**src/hw/rtl/alpe_pkg.sv**
```systemverilog
// Shared types and constants for the addressable LED pulse encoder.
`default_nettype none
package alpe_pkg;

	localparam int unsigned COLOR_W   = 8;
	localparam int unsigned WORD_W    = 3 * COLOR_W;
	localparam int unsigned BIT_CNT_W = 5;
	localparam int unsigned SHORT_W   = 12;
	localparam int unsigned LONG_W    = 16;
	localparam int unsigned CFG_IDX_W = 3;
	localparam int unsigned CFG_DAT_W = 16;

	// Register indexes on the config port
	localparam logic [CFG_IDX_W-1:0] CFG_ONE_HIGH  = 3'd0;
	localparam logic [CFG_IDX_W-1:0] CFG_ONE_LOW   = 3'd1;
	localparam logic [CFG_IDX_W-1:0] CFG_ZERO_HIGH = 3'd2;
	localparam logic [CFG_IDX_W-1:0] CFG_ZERO_LOW  = 3'd3;
	localparam logic [CFG_IDX_W-1:0] CFG_RESET_LOW = 3'd4;

	// Reset values
	localparam logic [SHORT_W-1:0] RST_ONE_HIGH  = 12'd13;
	localparam logic [SHORT_W-1:0] RST_ONE_LOW   = 12'd7;
	localparam logic [SHORT_W-1:0] RST_ZERO_HIGH = 12'd6;
	localparam logic [SHORT_W-1:0] RST_ZERO_LOW  = 12'd14;
	localparam logic [LONG_W-1:0]  RST_RESET_LOW = 16'd800;

	// Index of the last bit of an LED word, counted down to zero
	localparam logic [BIT_CNT_W-1:0] LAST_BIT_IDX = 5'(WORD_W - 1);

	// Timing registers, zero already replaced by one
	typedef struct packed {
		logic [SHORT_W-1:0] one_high;
		logic [SHORT_W-1:0] one_low;
		logic [SHORT_W-1:0] zero_high;
		logic [SHORT_W-1:0] zero_low;
		logic [LONG_W-1:0]  reset_low;
	} timing_cfg_t;

	// One LED as queued between front and back: GRB word, MSB first
	typedef struct packed {
		logic [WORD_W-1:0] bits;
		logic              final_led;
	} led_word_t;

endpackage
`default_nettype wire

```
**src/hw/rtl/alpe_if.sv**
```systemverilog
// Valid/ready channel interfaces for LED items and line segments.
`default_nettype none
interface alpe_pixel_if;
	import alpe_pkg::*;
	logic               valid;
	logic               ready;
	logic [COLOR_W-1:0] green_level;
	logic [COLOR_W-1:0] red_level;
	logic [COLOR_W-1:0] blue_level;
	logic               final_led;

	modport source (output valid, green_level, red_level, blue_level, final_led,
		input ready);
	modport sink (input valid, green_level, red_level, blue_level, final_led,
		output ready);
endinterface

interface alpe_segment_if;
	import alpe_pkg::*;
	logic              valid;
	logic              ready;
	logic              line_level;
	logic [LONG_W-1:0] segment_cycles;
	logic              run_end;

	modport source (output valid, line_level, segment_cycles, run_end, input ready);
	modport sink (input valid, line_level, segment_cycles, run_end, output ready);
endinterface
`default_nettype wire

```
**src/hw/rtl/alpe_cfg_regs.sv**
```systemverilog
// Timing configuration registers with zero-to-one clamping on write.
`default_nettype none
module alpe_cfg_regs (
	input  wire                            clk,
	input  wire                            arst_n,
	input  wire                            cfg_wr_en,
	input  wire [alpe_pkg::CFG_IDX_W-1:0]  cfg_index,
	input  wire [alpe_pkg::CFG_DAT_W-1:0]  cfg_wdata,
	output alpe_pkg::timing_cfg_t          timing
);
	import alpe_pkg::*;

	timing_cfg_t        timing_q;
	logic [SHORT_W-1:0] short_val;
	logic [LONG_W-1:0]  long_val;

	// a zero duration is stored as one
	always_comb begin
		short_val = (cfg_wdata[SHORT_W-1:0] == '0) ? SHORT_W'(1) : cfg_wdata[SHORT_W-1:0];
		long_val  = (cfg_wdata[LONG_W-1:0] == '0) ? LONG_W'(1) : cfg_wdata[LONG_W-1:0];
	end

	always_ff @(posedge clk or negedge arst_n) begin
		if (!arst_n) begin
			timing_q.one_high  <= RST_ONE_HIGH;
			timing_q.one_low   <= RST_ONE_LOW;
			timing_q.zero_high <= RST_ZERO_HIGH;
			timing_q.zero_low  <= RST_ZERO_LOW;
			timing_q.reset_low <= RST_RESET_LOW;
		end else if (cfg_wr_en) begin
			case (cfg_index)
				CFG_ONE_HIGH:  timing_q.one_high  <= short_val;
				CFG_ONE_LOW:   timing_q.one_low   <= short_val;
				CFG_ZERO_HIGH: timing_q.zero_high <= short_val;
				CFG_ZERO_LOW:  timing_q.zero_low  <= short_val;
				CFG_RESET_LOW: timing_q.reset_low <= long_val;
				default: ;
			endcase
		end
	end

	assign timing = timing_q;

endmodule
`default_nettype wire

```
**src/hw/rtl/alpe_front.sv**
```systemverilog
// Front end: accepts LED items, packs the GRB word and queues it.
`default_nettype none
module alpe_front #(
	parameter int unsigned DEPTH = 2
) (
	input  wire                     clk,
	input  wire                     arst_n,
	alpe_pixel_if.sink              pixel,
	input  wire                     pop,
	output logic                    q_valid,
	output alpe_pkg::led_word_t     q_data
);
	import alpe_pkg::*;

	localparam int unsigned PTR_W = (DEPTH > 1) ? $clog2(DEPTH) : 1;
	localparam int unsigned CNT_W = $clog2(DEPTH + 1);

	led_word_t          mem_q [DEPTH];
	logic [PTR_W-1:0]   wr_ptr_q;
	logic [PTR_W-1:0]   rd_ptr_q;
	logic [CNT_W-1:0]   count_q;
	logic               push;
	logic               do_pop;
	led_word_t          packed_word;

	assign pixel.ready = (count_q != CNT_W'(DEPTH));
	assign push        = pixel.valid && pixel.ready;
	assign q_valid     = (count_q != '0);
	assign do_pop      = pop && q_valid;
	assign q_data      = mem_q[rd_ptr_q];

	always_comb begin
		packed_word.bits      = {pixel.green_level, pixel.red_level, pixel.blue_level};
		packed_word.final_led = pixel.final_led;
	end

	always_ff @(posedge clk) begin
		if (push)
			mem_q[wr_ptr_q] <= packed_word;
	end

	always_ff @(posedge clk or negedge arst_n) begin
		if (!arst_n) begin
			wr_ptr_q <= '0;
			rd_ptr_q <= '0;
			count_q  <= '0;
		end else begin
			if (push)
				wr_ptr_q <= (wr_ptr_q == PTR_W'(DEPTH - 1)) ? '0 : wr_ptr_q + PTR_W'(1);
			if (do_pop)
				rd_ptr_q <= (rd_ptr_q == PTR_W'(DEPTH - 1)) ? '0 : rd_ptr_q + PTR_W'(1);
			if (push && !do_pop)
				count_q <= count_q + CNT_W'(1);
			else if (do_pop && !push)
				count_q <= count_q - CNT_W'(1);
		end
	end

endmodule
`default_nettype wire

```
**src/hw/rtl/alpe_seg_gen.sv**
```systemverilog
// Back end: walks one queued LED word and emits its line segments.
`default_nettype none
module alpe_seg_gen (
	input  wire                     clk,
	input  wire                     arst_n,
	input  alpe_pkg::timing_cfg_t   timing,
	input  wire                     q_valid,
	input  alpe_pkg::led_word_t     q_data,
	output logic                    pop,
	alpe_segment_if.source          segment
);
	import alpe_pkg::*;

	logic                 busy_q;
	logic [WORD_W-1:0]    word_q;
	logic                 final_q;
	logic [BIT_CNT_W-1:0] bit_idx_q;
	logic                 low_phase_q;
	logic                 tail_q;

	logic                 out_valid_q;
	logic                 out_level_q;
	logic [LONG_W-1:0]    out_cycles_q;
	logic                 out_end_q;

	logic                 advance;
	logic                 cur_bit;
	logic                 nxt_level;
	logic [LONG_W-1:0]    nxt_cycles;
	logic                 nxt_end;
	logic                 item_done;

	assign pop     = !busy_q && q_valid;
	assign advance = busy_q && (!out_valid_q || segment.ready);
	assign cur_bit = word_q[WORD_W-1];

	always_comb begin
		nxt_level  = 1'b0;
		nxt_cycles = timing.reset_low;
		nxt_end    = 1'b1;
		item_done  = 1'b1;
		if (!tail_q) begin
			if (!low_phase_q) begin
				nxt_level  = 1'b1;
				nxt_cycles = LONG_W'(cur_bit ? timing.one_high : timing.zero_high);
				nxt_end    = 1'b0;
				item_done  = 1'b0;
			end else begin
				nxt_cycles = LONG_W'(cur_bit ? timing.one_low : timing.zero_low);
				nxt_end    = (bit_idx_q == '0) && !final_q;
				item_done  = nxt_end;
			end
		end
	end

	always_ff @(posedge clk) begin
		if (pop) begin
			word_q  <= q_data.bits;
			final_q <= q_data.final_led;
		end else if (advance && low_phase_q && !tail_q) begin
			word_q <= {word_q[WORD_W-2:0], 1'b0};
		end
		if (advance) begin
			out_level_q  <= nxt_level;
			out_cycles_q <= nxt_cycles;
			out_end_q    <= nxt_end;
		end
	end

	always_ff @(posedge clk or negedge arst_n) begin
		if (!arst_n) begin
			busy_q      <= 1'b0;
			bit_idx_q   <= '0;
			low_phase_q <= 1'b0;
			tail_q      <= 1'b0;
			out_valid_q <= 1'b0;
		end else begin
			if (pop) begin
				busy_q      <= 1'b1;
				bit_idx_q   <= LAST_BIT_IDX;
				low_phase_q <= 1'b0;
				tail_q      <= 1'b0;
			end else if (advance) begin
				if (item_done) begin
					busy_q <= 1'b0;
				end else if (!low_phase_q) begin
					low_phase_q <= 1'b1;
				end else begin
					low_phase_q <= 1'b0;
					if (bit_idx_q == '0)
						tail_q <= 1'b1;
					else
						bit_idx_q <= bit_idx_q - BIT_CNT_W'(1);
				end
			end

			if (advance)
				out_valid_q <= 1'b1;
			else if (segment.ready)
				out_valid_q <= 1'b0;
		end
	end

	assign segment.valid          = out_valid_q;
	assign segment.line_level     = out_level_q;
	assign segment.segment_cycles = out_cycles_q;
	assign segment.run_end        = out_end_q;

endmodule
`default_nettype wire

```
**src/hw/rtl/addressable_led_pulse_encoder_unit.sv**
```systemverilog
// Top level of the addressable LED pulse encoder.
`default_nettype none
// Turns one LED color per item (green, red, blue bytes plus a last-LED
// flag) into the segment list for a single-wire LED strip: 24 bits sent
// green, red, blue, MSB first, each bit as a high segment then a low
// segment whose lengths come from the one/zero timing registers, and for
// the strip's last LED a trailing low latch segment of reset_low cycles.
// An item yields 48 segments, 49 with final_led set; run_end marks the
// last one. A register written with 0 acts as 1. Timing: the back end
// emits one segment per clock while the segment sink is ready and no
// item is being loaded from the queue; the segment output port sets the
// pace. An item is queued, then loaded, before its first segment is
// registered. The front queue holds QUEUE_DEPTH items, so the next LEDs
// are taken while the current one is still being sent. Config writes
// must happen only while idle.
module addressable_led_pulse_encoder_unit #(
	parameter int unsigned QUEUE_DEPTH = 2
) (
	input  wire                            clk,
	input  wire                            arst_n,
	input  wire                            cfg_wr_en,
	input  wire [alpe_pkg::CFG_IDX_W-1:0]  cfg_index,
	input  wire [alpe_pkg::CFG_DAT_W-1:0]  cfg_wdata,
	alpe_pixel_if.sink                     pixel,
	alpe_segment_if.source                 segment
);
	import alpe_pkg::*;

	timing_cfg_t timing;
	logic        q_valid;
	led_word_t   q_data;
	logic        pop;

	// timing registers, a written zero clamped to one
	alpe_cfg_regs u_cfg (
		.clk       (clk),
		.arst_n    (arst_n),
		.cfg_wr_en (cfg_wr_en),
		.cfg_index (cfg_index),
		.cfg_wdata (cfg_wdata),
		.timing    (timing)
	);

	// front: accept and pack items into the queue
	alpe_front #(
		.DEPTH (QUEUE_DEPTH)
	) u_front (
		.clk     (clk),
		.arst_n  (arst_n),
		.pixel   (pixel),
		.pop     (pop),
		.q_valid (q_valid),
		.q_data  (q_data)
	);

	// back: bit walker with a registered segment output
	alpe_seg_gen u_back (
		.clk     (clk),
		.arst_n  (arst_n),
		.timing  (timing),
		.q_valid (q_valid),
		.q_data  (q_data),
		.pop     (pop),
		.segment (segment)
	);

endmodule
`default_nettype wire
```
**src/flat_wrapper.sv**
```systemverilog
// flat-port wrapper written by rule: the top's interface ports become plain ports
module addressable_led_pulse_encoder_unit_flat import alpe_pkg::*;
#(
	parameter int unsigned QUEUE_DEPTH = 2
)
  (clk, arst_n, cfg_wr_en, cfg_index, cfg_wdata, pixel_valid, pixel_green_level, pixel_red_level, pixel_blue_level, pixel_final_led, pixel_ready, segment_valid, segment_line_level, segment_segment_cycles, segment_run_end, segment_ready);
  alpe_pixel_if pixel_i ();
  alpe_segment_if segment_i ();
  input  wire clk;
  input  wire arst_n;
  input  wire cfg_wr_en;
  input  wire [alpe_pkg::CFG_IDX_W-1:0] cfg_index;
  input  wire [alpe_pkg::CFG_DAT_W-1:0] cfg_wdata;
  input wire logic [$bits(pixel_i.valid)-1:0] pixel_valid;
  input wire logic [$bits(pixel_i.green_level)-1:0] pixel_green_level;
  input wire logic [$bits(pixel_i.red_level)-1:0] pixel_red_level;
  input wire logic [$bits(pixel_i.blue_level)-1:0] pixel_blue_level;
  input wire logic [$bits(pixel_i.final_led)-1:0] pixel_final_led;
  output wire logic [$bits(pixel_i.ready)-1:0] pixel_ready;
  output wire logic [$bits(segment_i.valid)-1:0] segment_valid;
  output wire logic [$bits(segment_i.line_level)-1:0] segment_line_level;
  output wire logic [$bits(segment_i.segment_cycles)-1:0] segment_segment_cycles;
  output wire logic [$bits(segment_i.run_end)-1:0] segment_run_end;
  input wire logic [$bits(segment_i.ready)-1:0] segment_ready;
  assign pixel_i.valid = pixel_valid;
  assign pixel_i.green_level = pixel_green_level;
  assign pixel_i.red_level = pixel_red_level;
  assign pixel_i.blue_level = pixel_blue_level;
  assign pixel_i.final_led = pixel_final_led;
  assign pixel_ready = pixel_i.ready;
  assign segment_valid = segment_i.valid;
  assign segment_line_level = segment_i.line_level;
  assign segment_segment_cycles = segment_i.segment_cycles;
  assign segment_run_end = segment_i.run_end;
  assign segment_i.ready = segment_ready;
  addressable_led_pulse_encoder_unit #(.QUEUE_DEPTH(QUEUE_DEPTH)) u_core (.clk(clk), .arst_n(arst_n), .cfg_wr_en(cfg_wr_en), .cfg_index(cfg_index), .cfg_wdata(cfg_wdata), .pixel(pixel_i), .segment(segment_i));
endmodule
```
**config.mk**
```make
export PLATFORM = sky130hd
export DESIGN_NAME = addressable_led_pulse_encoder_unit_flat
export DESIGN_NICKNAME = d
export VERILOG_FILES = /design/src/hw/rtl/alpe_pkg.sv /design/src/hw/rtl/alpe_if.sv /design/src/hw/rtl/alpe_cfg_regs.sv /design/src/hw/rtl/alpe_front.sv /design/src/hw/rtl/alpe_seg_gen.sv /design/src/hw/rtl/addressable_led_pulse_encoder_unit.sv /design/src/flat_wrapper.sv
export SDC_FILE = /design/constraint.sdc
export NUM_CORES = 1
export LEC_CHECK = 0
export CORE_MARGIN = 1
export CORE_UTILIZATION = 40
export CTS_BUF_LIST = sky130_fd_sc_hd__clkbuf_4
export CTS_CLUSTER_SIZE = 12
export DETAILED_ROUTE_END_ITERATION = 8
export DONT_BUFFER_PORTS = 1
export PLACE_DENSITY = 0.61
export SETUP_SLACK_MARGIN = 0.1
export SYNTH_ARGS = -nofsm -noshare
export SYNTH_HDL_FRONTEND = slang
export SYNTH_SLANG_ARGS = --single-unit
```
**constraint.sdc**
```tcl
create_clock -name clk -period 6.3 [get_ports clk]
set_input_delay 1.89 -clock clk [delete_from_list [all_inputs] [get_ports clk]]
set_output_delay 1.89 -clock clk [all_outputs]
set_load 0.05 [all_outputs]
```
==> flow_summary.ini <==
[timing]
tns_ns = 0
rsz0062_at_grt = false
tightest_slew_ns = 1.20
setup_violations = 0
fin_crit_ns = 3.48
hold_viol = 0
drv_slew = 0
fin_ws_ns = 2.82
period_share_pct = 55.2
fmax_ghz = 0.287
fin_skew_ns = 0.0231
whs_ns = 0.513
slew_headroom_pct = 19.9

[cts]
cts_inserted_buffers = 17
ctsResizeCount = 0
holdBufCountCts = 0
clk_pin_slew_ns = 0.13
cts_htree_levels = 4
cts_max_path_buffers = 2
cts.sinks = 170
cts_root_buf = clkbuf_4
cts_setup_buffers = 0
cts_tree = done
clk_latency_ns = 0.56

[routing]
drt_iter0_markers = 170
vias = 3457
vias_per_cell = 5.08
drc = 0
routedWlPerCell_um = 17.1
dr.pass1.iters = 4
postRouteAntennaNets = 0
routed_wl_um = 11600

[place]
place_ws_ns = 2.83
io_buffers = 0
gp_congestion = 0.684
place_area_um2 = 7080
dpl.hpwl_um = 7360

[setup_path]
r2r_start = u_core.u_front.count_q[1]
path_cells = nand2b_1
critPathMaxStageDelay_ns = 0.55
slowest_stage = nand2b_1
arrival_ns = 1.59
cp_data_required_time_ns = 4.41
worstPathMaxFanout = 5
crit_type = reg -> out
crit_start = u_core.u_front.count_q[0]
crit_buf_inv = 0
crit_family = simple AND/OR/NAND/NOR gates
critPathLaunchType = flip-flop
endpoint_kind = output pin
reg2reg_slack_ns = 3.45

[die]
pin_count = 69
start_util_pct = 41.2
core-area_um2 = 16700
dieArea_um2 = 17700
rows = 47
chipWidth_um = 133
die_y_um = 133

[synthesis]
synthArstFlopShare_pct = 45.3
yosysUniqueCellTypes = 40
synth_area_um2 = 6880
seq_area_frac_synth_pct = 68.9
syn_avg_cell_area_um2 = 15.4
netlist_instances = 446
ys.flop_type = edfxtp_1
synth_edf_count = 93
ys_ff_latch = 170
yosysWarnings = 0
syn_nets = 497

[global_routing]
grt_pass1_vias = 3623
grt_start_max_net_pins = 78
gr-total-overflow = 0
grt_pass1_wl_um = 18900
grt_antenna_before_repair = 1
track_usage_pct = 14.4

[pwr]
power_density_nw_per_um2 = 460
p_leak_nw = 2.82
fin_total_pwr_w = 0.00338
ir_drop_uv = 183

[cells_and_area]
final_cell_mix = edfxtp_1, nand2_1, dfrtp_1
final_common_cell = edfxtp_1
seq_area_um2 = 4740
drive_gt1_share_pct = 27.6
multiInputGateArea_um2 = 2020
num-fill-cells = 1533
area_growth_pct = 6.88
fin_nets = 498
final_cell_area_um2 = 7350

[flow_run]
maxCapViolCount = 0

[run_status]
outcome = complete, no violations

[worst_hold_path]
worstHoldStart = u_core.u_cfg.timing[40]
hp-class = reg -> reg
-- metrics by stage --
step / util [%] / instances
2_1_floorplan: - / 446
3_3_place_gp: 42.4 / 648
3_5_place_dp: 42.4 / 648
4_1_cts: 44.0 / 680
5_1_grt: 44.0 / 681
6_report: 44.0 / 681
-- layout make-up --
class,count,area share [%]
Clock buffer,20,2.04
Inverter,7,0.358
Clock inverter,12,1.65
Multi-Input combinational cell,249,27.5
Antenna cell,1,0.0340
Sequential cell,170,64.5
Timing Repair Buffer,2,0.204
Tap cell,220,3.75
-- cells by family (layout without fill, tap and decap cells) --
group,after synthesis,count (layout),synth area share (%)
AND/OR/NAND/NOR,104,104,7.48
other,0,1,0
buffers and inverters,27,41,2.04
adder cells (fa/ha/maj),2,2,0.364
flip-flops,170,170,68.9
AO/OA/AOI/OAI,40,40,3.06
XOR/XNOR,5,5,0.637
multiplexers,98,98,17.5
-- power by group --
| part | switching [W] | internal, W |
|---|---|---|
| logic | 0.000383 | 0.000346 |
| registers | 0.000426 | 0.00164 |
| clock network | 0.000370 | 0.000214 |
| total | 0.00118 | 0.00220 |
-- registers in the layout, summed over array words and instances (netlist names) --
signal	cells
u_core.u_back.tail_q	1
u_core.u_front.count_q	2
u_core.u_back.word_q	24
u_core.u_front.wr_ptr_q	1
u_core.u_back.segment.segment_cycles	16
u_core.u_back.segment.valid	1
u_core.u_cfg.timing	64
u_core.u_back.bit_idx_q	5
u_core.u_back.busy_q	1
u_core.u_front.mem_q	50
u_core.u_back.segment.run_end	1
u_core.u_back.segment.line_level	1
u_core.u_back.low_phase_q	1
u_core.u_back.final_q	1
u_core.u_front.rd_ptr_q	1
-- worst paths after layout --
kind                       cells past startpoint                      end
setup / recovery                               1              pixel_ready
hold / removal                                 2  u_core.u_cfg.timing[40]
setup reg to reg                               2  u_core.u_back.word_q[0]
hold reg to reg                                2  u_core.u_cfg.timing[40]
max in group asynchronous                      0  u_core.u_cfg.timing[40]
min in group asynchronous                      0  u_core.u_cfg.timing[36]
-- synthesized netlist by cell type (2+ instances only) --
cell / n / area (um2)
edfxtp_1: 93 / 2790
nand2_1: 68 / 255
dfrtp_1: 63 / 1580
mux2_2: 60 / 676
mux2i_1: 26 / 260
o21ai_0: 26 / 130
dfstp_2: 14 / 368
mux4_2: 12 / 270
a21oi_1: 8 / 40.0
buf_2: 8 / 40.0
nor2_1: 8 / 30.0
clkbuf_1: 7 / 26.3
inv_1: 7 / 26.3
and2_1: 5 / 31.3
nor3_1: 5 / 25.0
nor4_1: 3 / 18.8
xnor2_1: 3 / 26.3
a31oi_1: 2 / 12.5
and4bb_1: 2 / 25.0
buf_6: 2 / 22.5
ha_1: 2 / 25.0
nand2b_1: 2 / 12.5
nor4b_2: 2 / 30.0
xor2_1: 2 / 17.5
-- layer usage --
metal | track usage (%) | vias to the layer above | share of wire (%)
met1 | 17.9 | 1730 | 44
li1 | - | 1642 | -
met4 | 5.74 | 0 | 1.4
met2 | 23.2 | 71 | 49
met3 | 4.76 | 14 | 5.1
met5 | 0 | - | 0
(Power assumes the default switching activity.)
